--- config.mk ---
export PLATFORM = sky130hd
export DESIGN_NAME = tsf_seg_track
export DESIGN_NICKNAME = d
export VERILOG_FILES = /design/src/rtl/tsf_pkg.sv /design/src/rtl/tsf_seg_track.sv
export SDC_FILE = /design/constraint.sdc
export NUM_CORES = 1
export LEC_CHECK = 0
export ABC_CLOCK_PERIOD_IN_PS = 6400
export BUFFER_PORTS_ARGS = -buffer_cell sky130_fd_sc_hd__clkbuf_2
export CAP_MARGIN = 20
export CORE_ASPECT_RATIO = 1.2
export CORE_MARGIN = 1
export CORE_UTILIZATION = 65
export CTS_BUF_LIST = sky130_fd_sc_hd__clkbuf_8
export CTS_CLUSTER_DIAMETER = 30
export DETAILED_ROUTE_END_ITERATION = 6
export PLACE_DENSITY = 0.95
export SYNTH_ARGS = -nofsm -noshare
export SYNTH_HDL_FRONTEND = slang
export SYNTH_SLANG_ARGS = --single-unit
--- constraint.sdc ---
create_clock -name i_clk -period 6.4 [get_ports i_clk]
set_input_delay 0.32 -clock i_clk [delete_from_list [all_inputs] [get_ports i_clk]]
set_output_delay 0.32 -clock i_clk [all_outputs]
set_load 0.1 [all_outputs]
--- src/rtl/tsf_pkg.sv ---
package tsf_pkg;

    localparam int MaxPattern = 127;
    localparam int MaxBytes   = 1024;

    localparam int PatW = $clog2(MaxPattern + 1);
    localparam int PosW = $clog2(MaxBytes + 1);
    localparam int IdxW = 7;

    localparam int MinPattern = 4;
    localparam int MatchStart = 32;
    localparam int MinSegment = 43;

    localparam logic [7:0] RecHandshake  = 8'h16;
    localparam logic [7:0] HsClientHello = 8'h01;
    localparam logic [7:0] VerMajor      = 8'h03;
    localparam logic [7:0] VerMinor      = 8'h01;

    typedef enum logic {
        CmdPattern = 1'b0,
        CmdSegment = 1'b1
    } t_cmd;

    typedef enum logic [2:0] {
        VerdictAccept   = 3'd0,
        VerdictShort    = 3'd1,
        VerdictNotTls   = 3'd2,
        VerdictOldVer   = 3'd3,
        VerdictNotHello = 3'd4,
        VerdictNoMatch  = 3'd5
    } t_verdict;

    typedef struct packed {
        t_cmd            cmd;
        logic [IdxW-1:0] pattern_index;
        logic [7:0]      byte_value;
        logic            last_byte;
    } t_in_word;

    typedef struct packed {
        logic [2:0]      verdict;
        logic [PosW-1:0] accepted_length;
    } t_out_word;

    // matcher control for one processed word
    typedef struct packed {
        logic            take;
        logic            pat_wr;
        logic [IdxW-1:0] pat_index;
        logic [7:0]      data;
    } t_mstep;

    // segment tracker control for one processed word
    typedef struct packed {
        logic seg;
        logic last;
    } t_seg_ctl;

endpackage

--- src/rtl/tsf_seg_track.sv ---
module tsf_seg_track (
    input  logic                      i_clk,
    input  logic                      i_rst_n,
    input  tsf_pkg::t_seg_ctl         i_ctl,
    input  logic [7:0]                i_byte,
    input  logic [tsf_pkg::PatW-1:0]  i_plen,
    input  logic                      i_hit,
    output logic                      o_take,
    output tsf_pkg::t_out_word        o_result
);
    import tsf_pkg::*;

    logic [PosW-1:0] r_pos;
    logic [PosW-1:0] n_pos;
    logic            r_match;
    logic            n_match;
    logic [7:0]      r_hdr [4];
    logic [7:0]      n_hdr [4];
    t_verdict        verdict;

    assign o_take = i_ctl.seg && (r_pos < PosW'(MaxBytes));

    always_comb begin
        n_pos = o_take ? (r_pos + PosW'(1)) : r_pos;
        for (int h = 0; h < 4; h++) begin
            n_hdr[h] = r_hdr[h];
        end
        if (o_take) begin
            if (r_pos == PosW'(0)) n_hdr[0] = i_byte;
            if (r_pos == PosW'(1)) n_hdr[1] = i_byte;
            if (r_pos == PosW'(2)) n_hdr[2] = i_byte;
            if (r_pos == PosW'(5)) n_hdr[3] = i_byte;
        end
        n_match = r_match ||
                  (o_take && i_hit &&
                   (n_pos >= (PosW'(MatchStart) + PosW'(i_plen))));
    end

    always_comb begin
        priority if (n_pos < PosW'(MinSegment)) begin
            verdict = VerdictShort;
        end else if (n_hdr[0] != RecHandshake) begin
            verdict = VerdictNotTls;
        end else if ((n_hdr[1] < VerMajor) ||
                     ((n_hdr[1] == VerMajor) && (n_hdr[2] < VerMinor))) begin
            verdict = VerdictOldVer;
        end else if (n_hdr[3] != HsClientHello) begin
            verdict = VerdictNotHello;
        end else if (n_match) begin
            verdict = VerdictAccept;
        end else begin
            verdict = VerdictNoMatch;
        end
    end

    assign o_result.verdict         = verdict;
    assign o_result.accepted_length = (verdict == VerdictAccept) ? n_pos : '0;

    always_ff @(posedge i_clk) begin
        if (!i_rst_n) begin
            r_pos   <= '0;
            r_match <= 1'b0;
            for (int h = 0; h < 4; h++) begin
                r_hdr[h] <= '0;
            end
        end else if (i_ctl.seg && i_ctl.last) begin
            r_pos   <= '0;
            r_match <= 1'b0;
            for (int h = 0; h < 4; h++) begin
                r_hdr[h] <= '0;
            end
        end else if (o_take) begin
            r_pos   <= n_pos;
            r_match <= n_match;
            for (int h = 0; h < 4; h++) begin
                r_hdr[h] <= n_hdr[h];
            end
        end
    end

endmodule

==> flow_summary_export.csv <==
group,metric,value,unit
run_status,status,"finished clean",
yosys,synth-main-ff-cell,"edfxtp_1",
die,floorplan.rows,25,
yosys,post_synth_inst_count,309,
routing,via_count,2390,
cells_and_area,drive_above_1_share,0.189,
yosys,post-synth-top-area-fraction,0.259,
clock_tree,clock_transition_time_at_the_flip_flop_clock_pins_of_the_worst_setup_and_hold_paths,0.08,ns
worst_setup_path,cp_data_arrival_time,3.80,ns
routing,initialDrtViolationCount,229,
place,placed_area,2950,um2
routing,avgViaCountPerCell,6.08,
pwr,pwr-share-comb,0.124,
routing,post-route-drc-count,0,
worst_setup_path,path_max_fanout,8,
clock_tree,postCtsSetupRepairBufs,0,
pwr,seq_power_share,0.574,
worst_setup_path,crit_type,"flip-flop to output port",
worst_setup_path,r2r.worst_path.cells,10,
yosys,count_of_flip_flops_with_a_built_in_enable_after_synthesis,24,
sta,clock-skew-final,0.00944,ns
clock_tree,cts_resized,0,
die,design.core.area,4000,um2
clock_tree,numCtsBuffers,5,
cells_and_area,layout.area.seq,1120,um2
yosys,synthesis.area,2780,um2
yosys,seq_area_frac_synth,0.403,
worst_setup_path,cp-startpoint,"r_pos[10]",
yosys,netlist_top_cells_area,"edfxtp_1, dfxtp_1, nand2_1",
cells_and_area,areaGrowthSynthToFinish,8.91,%
clock_tree,cts_tree,"done",
cells_and_area,area_of_combinational_cells_with_multiple_inputs,1500,um2
yosys,netlist-cell-type-count,54,
pwr,power.density,182,nW/um2
cells_and_area,finalNonFillerCells,393,
sta,grt_setup_unrepaired,"false",
worst_setup_path,crit_path_start_kind,"flip-flop",
global_route,grt_usage,0.312,
sta,fin_hold_ws,0.329,ns
sta,worst_pin_slew,0.963,ns
routing,detail_route.first_pass.iterations,5,
die,die_ht,73.6,um
global_route,number_of_global_route_vias_before_repair,2315,
sta,min_period_over_period,0.645,
place,gpl.final_weighted_congestion,0.860,
die,starting_density_of_the_core,0.694,
worst_setup_path,worstPathRequired,6.08,ns
yosys,netlist.top_cell.by_area,"edfxtp_1",
pwr,power.ir.vdd_worst,0.117,mV
yosys,mappedNetlistNets,341,
worst_hold_path,hold_depth,3,
routing,wl,6370,um
place,place.detailed.instances,385,
flow_run,maxCapViolCount,0,
clock_tree,clk_root_buffer_cell,"clkbuf_8",
clock_tree,htreeDepth,2,
routing,wl_per_cell,16.2,um
sta,final_hold_viol_count,0,
global_route,globalRoute.totalOverflow,0,
sta,clock.fmax,242,MHz
cells_and_area,design.final.nets,370,
worst_setup_path,crit_path_cell_trace,"nand2b_1 > o31a_1 > nor2_1 > inv_1 > ha_1 > o21a_1 > o21ai_0 > o221ai_1 > a21oi_1 > buf_4 > nor3_1 > clkbuf_2",
worst_setup_path,critPathSlowestCell,"a21oi_1",
sta,final.setup.tns,0,ns
pwr,cell_internal_pwr,0.000406,W
sta,timing.final.crit_period,4.12,ns
pwr,leakagePower,1.30,nW
yosys,synthArstFlopShare,0,
clock_tree,clk_path_buf_depth,2,
sta,timing.slew.headroom,0.356,
sta,timing.final.max_slew_violations,0,
worst_hold_path,worst_hold_path_type,"primary input to flip-flop",
clock_tree,holdBufCountCts,0,
die,die_area,4540,um2
worst_hold_path,min-delay-start,"i_byte[3]",
pwr,power_switching,0.000144,W
global_route,number_of_antenna_violations_at_the_first_check_in_global_routing,0,
place,number_of_buffers_added_on_ports,34,
worst_setup_path,timing.critical_path.slowest_cell_delay,0.53,ns
pwr,p_clk_frac,0.302,
die,pin_count,35,
worst_setup_path,startpoint_of_the_most_critical_register_to_register_path,"r_pos[10]",
routing,detail-route-antenna-nets,0,
pwr,swShare,0.262,
yosys,synth.avg_cell_area,8.99,um2
die,die_width,61.7,um
place,post-dp-hpwl,4850,um
cells_and_area,final_cell_area,3030,um2
yosys,yosysWarnings,0,
sta,final-setup-viol-count,0,
cells_and_area,fillerInstances,319,
clock_tree,cts.sink_count,44,
global_route,grt_max_degree,27,
clock_tree,insertion_delay,0.30,ns
global_route,first_pass_grt_wire_length,10400,um
yosys,synth_seq_cells,44,
worst_setup_path,endpoint_type_of_the_worst_setup_path,"output port",
cells_and_area,antenna_cells_inserted,0,
-- worst max-delay path, delay by kind of cell (launching register included) --
| family | cells | cell delay, ns |
|---|---|---|
| AO/OA/AOI/OAI | 5 | 1.42 |
| AND/OR/NAND/NOR | 3 | 0.64 |
| adder cells (fa/ha/maj) | 1 | 0.27 |
| flip-flops | 1 | 0.41 |
| buffers and inverters | 3 | 0.77 |
-- cell usage after synthesis (2+ instances only) --
cell type / instances
and3_1: 3
nand4b_1: 2
a31oi_1: 2
nand2b_1: 4
inv_1: 18
a21oi_1: 31
nand4_1: 3
buf_1: 2
clkbuf_1: 6
nor3_2: 3
nor4b_4: 2
edfxtp_1: 24
o21ai_0: 3
dfxtp_1: 20
nand3_1: 16
mux2i_1: 8
nor3_1: 5
ha_1: 12
buf_4: 2
nor4_1: 9
nor2_1: 33
nor4b_1: 2
nand2_1: 52
nand4_2: 2
mux2_4: 2
buf_6: 3
and2_1: 3
nor4_2: 5
xnor2_1: 7
-- sequential cells by signal, summed over array words and instances, names as in the netlist --
register  flops
r_hdr        32
r_match       1
r_pos        11
-- layer usage --
layer | track usage | vias up | routed length (um)
met5 | 0 | - | 0
met2 | 0.538 | 79 | 3350
met1 | 0.360 | 1133 | 2610
met4 | 0.156 | 0 | 182
met3 | 0.0599 | 20 | 231
li1 | - | 1158 | -
-- cells in the final DEF (no fill, tap or decap), types with 3 or more instances in the layout --
cell type   n
a21oi_1    31
and2_1      3
and3_1      3
clkbuf_2   34
clkbuf_8    5
dfxtp_1    20
edfxtp_1   24
ha_1       12
inv_1      20
mux2i_1     8
nand2_1    52
nand2b_1    4
nand3_1    16
nand4_1     3
nor2_1     33
nor3_1      5
nor3_2      3
nor4_1      9
nor4_2      5
o21ai_0     3
xnor2_1     7
-- path summary, 6_finish.rpt --
check	end	slack, ns
min	r_hdr[2][3]	0.33
max	o_result[6]	2.28
max reg2reg	r_match	3.42
min reg2reg	r_hdr[2][0]	0.47
-- final cells by class --
class                           count  area share
Multi-Input combinational cell    233       0.496
Inverter                           19      0.0252
Tap cell                           54      0.0223
Clock buffer                        5      0.0227
Clock inverter                      3     0.00413
Timing Repair Buffer               35      0.0587
Sequential cell                    44       0.370
-- power by group through the flow --
stage | Clock (W) | Combinational (W) | Sequential, W
after floorplan | 0 | 0.0000475 | 0.000320
final | 0.000166 | 0.0000684 | 0.000316
after detailed placement | 0 | 0.0000676 | 0.000323
after CTS | 0.000168 | 0.0000680 | 0.000316
after global placement | 0 | 0.0000647 | 0.000322
after global routing | 0.000177 | 0.0000756 | 0.000317
-- logic make-up (layout without fill, tap and decap cells) --
family / Yosys count / count (layout) / synth area share
AND/OR/NAND/NOR: 156 / 156 / 0.319
AO/OA/AOI/OAI: 48 / 48 / 0.106
flip-flops: 44 / 44 / 0.403
buffers and inverters: 32 / 62 / 0.0558
adder cells (fa/ha/maj): 12 / 12 / 0.0540
multiplexers: 10 / 10 / 0.0396
XOR/XNOR: 7 / 7 / 0.0221
-- per-stage QoR --
| stage | util | worst slack (ns) | total power (W) |
|---|---|---|---|
| CTS | 0.756 | 2.31 | 0.000552 |
| floorplan | - | 1.26 | 0.000368 |
| global placement | 0.736 | 2.80 | 0.000386 |
| finish | 0.756 | 2.28 | 0.000551 |
| detailed placement | 0.736 | 2.66 | 0.000390 |
| global route | 0.756 | 2.02 | 0.000570 |
(Power assumes the default switching activity.)
